$ cat src/hw/rtl/frc_pkg.sv
`timescale 1ns / 1ps

package frc_pkg;

  localparam int MAX_DIM   = 128;
  localparam int MEM_WORDS = 16384;

  localparam int COORD_W  = 12;
  localparam int CFG_W    = 12;
  localparam int REG_IDX_W = 3;
  localparam int CANVAS_W = 8;
  localparam int STRIDE_W = 8;
  localparam int COLOR_W  = 24;
  localparam int WORD_W   = 32;
  localparam int CNT_W    = 17;
  localparam int CALC_W   = 16;
  localparam int DIM_W    = $clog2(MAX_DIM + 1);
  localparam int MEM_AW   = $clog2(MEM_WORDS);
  localparam int ADDR_W   = DIM_W + STRIDE_W + 1;

  localparam int OUTLINE_SIDES = 4;
  localparam logic [7:0] ALPHA_OPAQUE = 8'hff;

  typedef enum logic [1:0] {
    OP_PUT     = 2'd0,
    OP_FILL    = 2'd1,
    OP_OUTLINE = 2'd2,
    OP_READ    = 2'd3
  } opcode_e;

  typedef enum logic [REG_IDX_W-1:0] {
    REG_CANVAS_W  = 3'd0,
    REG_CANVAS_H  = 3'd1,
    REG_STRIDE    = 3'd2,
    REG_ORIGIN_X  = 3'd3,
    REG_ORIGIN_Y  = 3'd4,
    REG_BGRA      = 3'd5,
    REG_TARGET_EN = 3'd6
  } cfg_reg_e;

  typedef struct packed {
    logic       clear_step;
    logic       cmd_load;
    logic       bounds_load;
    logic       scan_step;
    logic       rd_capture;
    logic       publish;
    logic [1:0] rect_idx;
  } frc_cmd_t;

  typedef struct packed {
    logic    clear_last;
    logic    rect_empty;
    logic    scan_last;
    opcode_e op;
  } frc_stat_t;

endpackage

$ cat src/hw/rtl/frc_controller.sv
`timescale 1ns / 1ps

module frc_controller import frc_pkg::*; (
  input  logic      clk_i,
  input  logic      rst_ni,
  input  logic      in_valid_i,
  output logic      in_ready_o,
  output logic      out_valid_o,
  input  logic      out_ready_i,
  input  frc_stat_t stat_i,
  output frc_cmd_t  cmd_o
);

  typedef enum logic [2:0] {
    S_CLEAR,
    S_IDLE,
    S_SETUP,
    S_SCAN,
    S_RDWAIT,
    S_DONE
  } state_e;

  state_e     state_q, state_d;
  logic [1:0] rect_idx_q, rect_idx_d;
  logic       out_valid_q, out_valid_d;
  logic       rect_done;

  assign rect_done = stat_i.rect_empty || stat_i.scan_last;

  always_comb begin
    state_d       = state_q;
    rect_idx_d    = rect_idx_q;
    cmd_o         = '0;
    cmd_o.rect_idx = rect_idx_q;
    unique case (state_q)
      S_CLEAR: begin
        cmd_o.clear_step = 1'b1;
        if (stat_i.clear_last) state_d = S_IDLE;
      end
      S_IDLE: begin
        if (in_valid_i) begin
          cmd_o.cmd_load = 1'b1;
          rect_idx_d     = '0;
          state_d        = S_SETUP;
        end
      end
      S_SETUP: begin
        cmd_o.bounds_load = 1'b1;
        state_d           = S_SCAN;
      end
      S_SCAN: begin
        cmd_o.scan_step = !stat_i.rect_empty;
        if (rect_done) begin
          if (stat_i.op == OP_OUTLINE && rect_idx_q != 2'(OUTLINE_SIDES - 1)) begin
            rect_idx_d = rect_idx_q + 2'd1;
            state_d    = S_SETUP;
          end else if (stat_i.op == OP_READ && !stat_i.rect_empty) begin
            state_d = S_RDWAIT;
          end else begin
            state_d = S_DONE;
          end
        end
      end
      S_RDWAIT: begin
        cmd_o.rd_capture = 1'b1;
        state_d          = S_DONE;
      end
      S_DONE: begin
        if (!out_valid_q || out_ready_i) begin
          cmd_o.publish = 1'b1;
          state_d       = S_IDLE;
        end
      end
      default: state_d = S_IDLE;
    endcase
    out_valid_d = cmd_o.publish ? 1'b1 : (out_ready_i ? 1'b0 : out_valid_q);
  end

  always_ff @(posedge clk_i or negedge rst_ni) begin
    if (!rst_ni) begin
      state_q     <= S_CLEAR;
      rect_idx_q  <= '0;
      out_valid_q <= 1'b0;
    end else begin
      state_q     <= state_d;
      rect_idx_q  <= rect_idx_d;
      out_valid_q <= out_valid_d;
    end
  end

  assign in_ready_o  = (state_q == S_IDLE);
  assign out_valid_o = out_valid_q;

endmodule

$ cat config.mk
export PLATFORM = sky130hd
export DESIGN_NAME = frc_controller
export DESIGN_NICKNAME = d
export VERILOG_FILES = /design/src/hw/rtl/frc_pkg.sv /design/src/hw/rtl/frc_controller.sv
export SDC_FILE = /design/constraint.sdc
export NUM_CORES = 1
export LEC_CHECK = 0
export BUFFER_PORTS_ARGS = -buffer_cell sky130_fd_sc_hd__buf_2
export CORE_AREA = 8 8 45 47
export CTS_BUF_LIST = sky130_fd_sc_hd__clkbuf_8 sky130_fd_sc_hd__clkbuf_16
export CTS_CLUSTER_DIAMETER = 50
export DETAILED_ROUTE_END_ITERATION = 8
export DIE_AREA = 0 0 53 55
export GPL_ROUTABILITY_DRIVEN = 0
export HOLD_SLACK_MARGIN = 0.03
export PLACE_DENSITY = 0.57
export SYNTH_ARGS = -nofsm -noshare
export SYNTH_HDL_FRONTEND = slang
export SYNTH_SLANG_ARGS = --single-unit
$ cat constraint.sdc
create_clock -name clk_i -period 2.7 [get_ports clk_i]
set_clock_uncertainty 0.2 [all_clocks]
set_input_delay 0.54 -clock clk_i [delete_from_list [all_inputs] [get_ports clk_i]]
set_output_delay 0.54 -clock clk_i [all_outputs]
set_load 0.03 [all_outputs]
==> flow_summary.ini, run 1 <==
[detailed_routing]
drt-total-wl_um = 1120
remaining_drc_errors = 0
route.detailed.wl_per_inst_um = 13.6
drtIter0Drc = 7
num_vias = 406
drt-pass1-iter-count = 3
ant_nets = 0
drt-vias-per-instance = 4.95

[floorplanning]
die_w_um = 53
ioPinCount = 19
initial_core_util_pct = 32.0
rows = 14
fp.dieH_um = 55
core_um2 = 1380
dieArea_um2 = 2920

[critical_path]
cp-end-kind = output pin
cp.arrival_ps = 1390
path_cells = and2b_1 > nand2_1 > nor2_1 > buf_2
critPathBufInv = 1
crit_required_ps = 1960
cp_slowest_cell = dfrtp_1
reg2reg_depth = 5
cp_num_cells = 4
worstPathMaxFanout = 11
crit_family = flip-flops
path_class = flip-flop to output pin
cp-start-kind = flip-flop
cpPeakStageDelay_ps = 520

[final_layout]
n_antenna_cell = 0
fin_nets = 78
areaGrowthSynthToFinish_pct = 32.5
drive_gt1_share_pct = 45.5
fillCellCount = 149

[placed_design]
io_buffers = 18
dpl.hpwl_um = 872

[yosys]
synth_area_per_cell_um2 = 9.42
synth_cells = 47
syn_nets = 57
yosys_warnings = 0
synth_seq_cells = 6
ys_types = 28
syn-cell-area_um2 = 443
ys_seq_area_share_pct = 33.9

[sta]
worstMarginPinSlew_ps = 340
hold_violations = 0
fmax_ghz = 0.469
rsz0062_at_grt = false
fin_crit_sh_pct = 79.0
timing.slew.headroom_pct = 77.3
fin_hold_ws_ps = 322
setup-tns-final_ps = 0
slew_viol_final = 0
fin_crit_ps = 2130
setup_viol = 0

[global_route]
grtUsageTotal_pct = 8.29
overflow = 0
grt_max_degree = 12
antenna_found_initial = 0
grt_pass1_wl_um = 1750
grt_pass1_vias = 418

[worst_hold_path]
holdCritPathClass = flip-flop to flip-flop
whs_path_depth = 2

[cts]
cts_sinks = 6
cts-root-buf = clkbuf_8
cts_setup_buffers = 0
cts_buffers = 3
clockBufferDepth = 2
cts_tree = done
htreeDepth = 1
insertion_delay_ps = 220
cts.clk_slew.worst_paths_ps = 40

[power_and_ir_drop]
power_leakage_uw = 0.000316
p_per_area_nw_per_um2 = 1380
max-vdd-ir-drop_uv = 430
power_uw = 809

[status]
run_status = complete, no violations

[flow_run]
drv_cap = 0
-- synth_stat cells --
library cell	n	area, um2
a21oi_2	1	8.76
and2b_1	1	7.51
dfrtp_1	6	150
nor2b_1	1	6.26
or3b_4	1	11.3
nand2_2	1	6.26
o21ai_0	1	5.00
inv_1	1	3.75
mux2i_1	1	10.0
ha_1	1	12.5
nand3b_4	1	20.0
o21ai_2	1	8.76
nand2_1	2	7.51
nor2_1	5	18.8
nor3_1	2	10.0
or3_1	1	6.26
and3_2	1	7.51
a31oi_1	3	18.8
o41ai_1	1	8.76
buf_2	2	10.0
buf_4	1	7.51
nand3b_1	2	15.0
and3_1	1	6.26
o22ai_1	1	6.26
and2_1	3	18.8
mux2_4	2	30.0
nand2b_2	1	8.76
nand2b_1	2	12.5
-- layout by cell type, fill, tap and decap left out, drive strengths merged, types with 3 or more instances in the layout --
| cell | count |
|---|---|
| a31oi | 3 |
| and2 | 3 |
| buf | 18 |
| clkbuf | 3 |
| dfrtp | 6 |
| nand2 | 3 |
| nand2b | 3 |
| nand3b | 3 |
| nor2 | 5 |
-- power breakdown --
group / switching (uW) / internal, uW / leakage (uW)
Clock: 36.0 / 95.5 / 0.0000216
Sequential: 74.6 / 132 / 0.0000774
Combinational: 279 / 191 / 0.000217
Total: 390 / 419 / 0.000316
-- tightest hold or removal path, cell delays in order (launching register included) --
cell and delay [ps]:
dfrtp_1 340, nand2b_1 70, nand2_1 70
-- cell families (layout without fill, tap and decap cells) --
kind of cell | after synthesis | after routing | share of synthesized area, %
AOI/OAI and AO/OA | 8 | 8 | 12.7
adders and majority gates | 1 | 1 | 2.82
muxes | 3 | 3 | 9.04
DFF | 6 | 6 | 33.9
and+or+nand+nor | 25 | 25 | 36.7
buffers and inverters | 4 | 23 | 4.80
-- per-layer routing --
metal | global-route usage [%] | vias to the layer above | wire [um]
li1 | - | 206 | -
met3 | 3.48 | 0 | 69
met4 | 6.47 | 0 | 0
met1 | 9.08 | 189 | 509
met2 | 12.5 | 11 | 538
met5 | 0 | - | 0
-- layout make-up --
class	instances	area [um2]	area share, %
Tap cell	16	20.0	3.41
Clock buffer	3	41.3	7.04
Timing Repair Buffer	19	100	17.1
Sequential cell	6	150	25.6
Inverter	1	3.75	0.640
Multi-Input combinational cell	37	272	46.3
-- path summary, 6_finish.rpt --
path	from	endpoint	slack (ps)
max in group asynchronous	rst_ni	rect_idx_q[1]	1670
hold reg to reg	out_valid_o	out_valid_o	320
setup reg to reg	rect_idx_q[0]	rect_idx_q[1]	830
setup / recovery	state_q[1]	cmd_o[4]	570
min in group asynchronous	rst_ni	rect_idx_q[0]	490
hold / removal	out_valid_o	out_valid_o	320
-- sequential cells by signal (all words and copies together), names as in the netlist --
signal	flops
state_q	3
rect_idx_q	2
out_valid_o	1
-- what timing repair did --
item                                   4_1_cts  5_1_grt
hold buffers                                 1        0
endpoints found under the hold margin        6        0
gates resized for setup                      0        0
-- per-stage QoR --
step | std cells | utilization, % | area (um2) | setup WS (ps)
3_5_place_dp | 78 | 38.7 | 536 | 788
4_1_cts | 82 | 42.4 | 587 | 550
3_3_place_gp | 78 | 38.7 | 536 | 801
6_report | 82 | 42.4 | 587 | 567
5_1_grt | 82 | 42.4 | 587 | 463
2_1_floorplan | 47 | - | 443 | 513
No activity file was read; power rests on OpenSTA's default activity.
==> inputs of run 2 (changes only) <==
PLACE_DENSITY = 0.6   (was 0.57)
clock period = 1.9 ns   (was 2.7 ns; I/O delays follow)
==> run 2 against run 1 <==
Net effect:
- sequential power rose by 33%
- sequential cell count is the same
- non-clock buffer count rose by 2
- die area unchanged
- final area rose by 7.7%
- first-iteration DRC count down 57%
- critical path type is now flip-flop to flip-flop
- clock power rose by 40%
==> flow_summary.ini, run 2 (synthesized netlist as in run 1, its figures left out) <==
[status]
run_status = complete, no violations

[critical_path]
cp-end-kind = flip-flop
cp_slowest_cell = dfrtp_2
path_class = flip-flop to flip-flop
path_cells = ha_2 > or3b_4 > a21oi_2 > nand2_2 > mux2_4
critPathBufInv = 0
cp.arrival_ps = 1750
r2r_slack_ps = 50
worstPathMaxFanout = 4
cpPeakStageDelay_ps = 420
crit_family = simple AND/OR/NAND/NOR gates
cp-start-kind = flip-flop
crit_required_ps = 1800

[detailed_routing]
drt-total-wl_um = 1010
num_vias = 407
ant_nets = 0
drt-vias-per-instance = 4.79
route.detailed.wl_per_inst_um = 11.9
remaining_drc_errors = 0
drtIter0Drc = 3
drt-pass1-iter-count = 4

[cts]
cts.clk_slew.worst_paths_ps = 40
insertion_delay_ps = 220
cts-root-buf = clkbuf_8
cts_buffers = 3
cts_tree = done
clockBufferDepth = 2
htreeDepth = 1
cts_sinks = 6

[final_layout]
final_common_cell = buf_2
layout_common_cells = buf_2 (15), dfrtp_2 (5), nor2_1 (4)
drive_gt1_share_pct = 59.4
fin_nets = 80
areaGrowthSynthToFinish_pct = 42.7
regMostFlops = state_q
final_util_pct = 45.7
largest_reg_flops = 3
n_antenna_cell = 0

[floorplanning]
initial_core_util_pct = 32.0
rows = 14
die_w_um = 53
core_um2 = 1380
fp.dieH_um = 55
ioPinCount = 19
dieArea_um2 = 2920

[sta]
worstMarginPinSlew_ps = 324
setup-tns-final_ps = 0
setup_viol = 0
fin_crit_ps = 1850
hold_violations = 0
fin_crit_sh_pct = 97.4
fmax_ghz = 0.540
rsz0062_at_grt = true
slew_viol_final = 0
timing.slew.headroom_pct = 78.1

[global_route]
grt_pass1_vias = 429
overflow = 0
antenna_found_initial = 0
grt_pass1_wl_um = 1710
grtUsageTotal_pct = 7.57
grt_max_degree = 12

[worst_hold_path]
holdCritPathClass = input port to flip-flop

[placed_design]
io_buffers = 18
dpl.hpwl_um = 855

[power_and_ir_drop]
power_uw = 1210
power_leakage_uw = 0.000324
p_per_area_nw_per_um2 = 1920
max-vdd-ir-drop_uv = 752

[flow_run]
drv_cap = 0
==> run 2: metrics by stage <==
step	cells	hold WS, ps	setup slack, ps	instance area, um2
5_1_grt	85	275	-8.53	632
3_3_place_gp	79	7.13	81.6	551
3_5_place_dp	79	5.85	64.5	551
6_report	85	258	49.2	632
4_1_cts	84	262	8.80	611
2_1_floorplan	47	-116	14.3	450
==> run 2: area by class of cell <==
class / count / area (um2)
clock buffer: 3 / 41.3
clock inverter: 1 / 3.75
fill: 143 / 752
inverter: 1 / 3.75
multi-input combinational: 37 / 280
sequential: 6 / 156
tap: 16 / 20.0
timing repair buffer: 21 / 126
==> run 2: worst paths after layout <==
path	endpoint	cells past startpoint	start
worst max-delay path	rect_idx_q[0]	5	rect_idx_q[0]
worst min-delay path	state_q[1]	3	stat_i[2]
worst max register to register	rect_idx_q[0]	5	rect_idx_q[0]
worst min register to register	out_valid_o	2	out_valid_o
max in group asynchronous	state_q[2]	2	rst_ni
min in group asynchronous	state_q[0]	2	rst_ni
==> run 2: report_power, final <==
group	switching, uW	internal [uW]
Clock	47.3	138
Combinational	432	319
Sequential	78.0	198
==> run 2: timing repair <==
| item | in CTS | in global routing |
|---|---|---|
| setup endpoints to repair | 3 | 4 |
| hold endpoints to repair | 6 | 0 |
| gates resized for setup | 3 | 7 |
| hold buffers | 1 | 0 |
| setup buffers | 0 | 1 |
==> run 2: worst reg2reg max path, delay by kind of cell, from the launching register on <==
| family | cells | cell delay, ps |
|---|---|---|
| mux | 1 | 290 |
| simple gates | 2 | 480 |
| flops | 1 | 420 |
| compound gates | 1 | 150 |
| fa+ha+maj | 1 | 190 |
==> run 2: metal layers <==
layer	wire length (um)	track usage, %
met2	479	13.1
met1	422	7.54
met4	0	2.16
met3	112	4.55
met5	0	0
==> inputs of run 3 (changes only) <==
PLACE_DENSITY = 0.57   (was 0.6)
SETUP_SLACK_MARGIN = 0.4   (was not set)
clock period = 1.8 ns   (was 1.9 ns; I/O delays follow)
==> run 3 against run 2 <==
Net effect:
- the flow now finishes with violations (negative setup slack)
- combinational power is 97% higher
- sequential power is 5% higher
- first-iteration DRC count is 100% higher
- wire length increased by 48%
==> flow_summary.ini, run 3 (synthesized netlist as in run 1, its figures left out) <==
[floorplanning]
rows = 14
initial_core_util_pct = 32.0
ioPinCount = 19
fp.dieH_um = 55
core_um2 = 1380
dieArea_um2 = 2920
die_w_um = 53

[cts]
cts_buffers = 3
cts_tree = done
cts.clk_slew.worst_paths_ps = 40
cts_sinks = 6
clockBufferDepth = 2
htreeDepth = 1
insertion_delay_ps = 220
cts-root-buf = clkbuf_8

[worst_hold_path]
whs_path_depth = 3
hold-path-endpoint = out_valid_o
holdCritPathClass = input port to flip-flop
hp-start = out_ready_i

[critical_path]
crit_required_ps = 1700
cp-start-kind = flip-flop
reg2reg_depth = 5
cp-end-kind = flip-flop
path_class = flip-flop to flip-flop
timing.rr.start = rect_idx_q[1]
cp.arrival_ps = 1730
worstPathMaxFanout = 2
r2r_slack_ps = -30
r2r-end = rect_idx_q[1]

[final_layout]
areaGrowthSynthToFinish_pct = 112
fillCellCount = 109
final_util_pct = 67.7
multi_input_area_um2 = 385
drive_gt1_share_pct = 77.9
layout_common_cells = buf_6 (16), buf_4 (13), buf_2 (9)
largest_reg_flops = 3
final_common_cell = buf_6
seqCellArea_um2 = 154
fin_nets = 98
regMostFlops = state_q
n_antenna_cell = 0

[detailed_routing]
route.detailed.wl_per_inst_um = 14.8
drt-total-wl_um = 1510
drtIter0Drc = 6
remaining_drc_errors = 0
drt-vias-per-instance = 4.93
drt-pass1-iter-count = 4
num_vias = 503
ant_nets = 0

[sta]
fin_crit_ps = 1830
worstMarginPinSlew_ps = 316
rsz0062_at_grt = true
slew_viol_final = 0
fmax_ghz = 0.546
timing.slew.headroom_pct = 78.7
hold_violations = 0
fin_crit_sh_pct = 102
setup-tns-final_ps = -56.1
setup_viol = 2
postLayoutSetupSlackWorst_ps = -30.4

[power_and_ir_drop]
clockPowerShare_pct = 10.3
p_per_area_nw_per_um2 = 2100
seqPwrFrac_pct = 14.7
p_sw_uw = 843
p_comb_share_pct = 75.0
power.internal_uw = 1130
power_leakage_uw = 0.000449
max-vdd-ir-drop_uv = 1010
sw_frac_of_total_pct = 42.8

[status]
failed_checks = negative setup slack
run_status = finished with violations

[global_route]
grt_max_degree = 10
antenna_found_initial = 0
grt_pass1_wl_um = 2100
grtUsageTotal_pct = 9.71
grt_pass1_vias = 515
overflow = 0

[placed_design]
dpl.hpwl_um = 939
io_buffers = 18

[flow_run]
drv_cap = 0
-- run 3: power groups by stage --
stage | Sequential, uW | Clock, uW | Combinational, uW
2_1_floorplan | 312 | 0 | 694
3_3_place_gp | 285 | 0 | 912
3_5_place_dp | 288 | 0 | 914
4_1_cts | 280 | 206 | 1210
5_1_grt | 302 | 218 | 1570
6_report | 290 | 202 | 1480
-- run 3: per-stage QoR --
stage / setup WS (ps) / hold slack [ps] / area (um2) / power, uW / instances
floorplan: -57.1 / -136 / 503 / 1010 / 47
global placement: 25.2 / -12.8 / 621 / 1200 / 83
detailed placement: -17.7 / -6.94 / 621 / 1200 / 83
CTS: 5.20 / 224 / 816 / 1700 / 95
global route: -54.4 / 245 / 937 / 2090 / 102
finish: -30.4 / 235 / 937 / 1970 / 102
-- run 3: worst max path at each step --
stage / end / from / slack [ps]
final: rect_idx_q[1] / rect_idx_q[1] / -30
after CTS: rect_idx_q[1] / rect_idx_q[1] / 5
after floorplan: rect_idx_q[0] / rect_idx_q[1] / -60
after detailed placement: rect_idx_q[1] / rect_idx_q[1] / -20
after global routing: state_q[1] / rect_idx_q[1] / -50
after global placement: rect_idx_q[0] / rect_idx_q[1] / 30
-- run 3: final cells by class --
class,instances,area share (%)
clock buffers,3,4.41
inverters,1,0.401
multi-input cells,37,41.1
flip-flops and latches,6,16.4
well taps,16,2.14
repair buffers,39,35.5
-- run 3: worst max-delay path, cell delays in order, from the launching register on --
cell and delay (ps):
dfrtp_2 420, ha_4 160, or3b_4 370, a21oi_2 160, nand2_2 90, mux2_4 300
-- run 3: per-layer routing --
metal	global-route usage, %	vias up	wire length [um]
li1	-	245	-
met2	16.2	14	800
met4	4.74	0	0
met3	4.28	0	91
met5	0	-	0
met1	10.3	244	613
-- run 3: timing repair --
item / CTS / global route
endpoints found under the hold margin: 6 / 0
setup endpoints to repair: 14 / 14
setup buffers: 8 / 7
hold buffers: 1 / 0
resized for setup: 27 / 14
pin swaps: 4 / 6
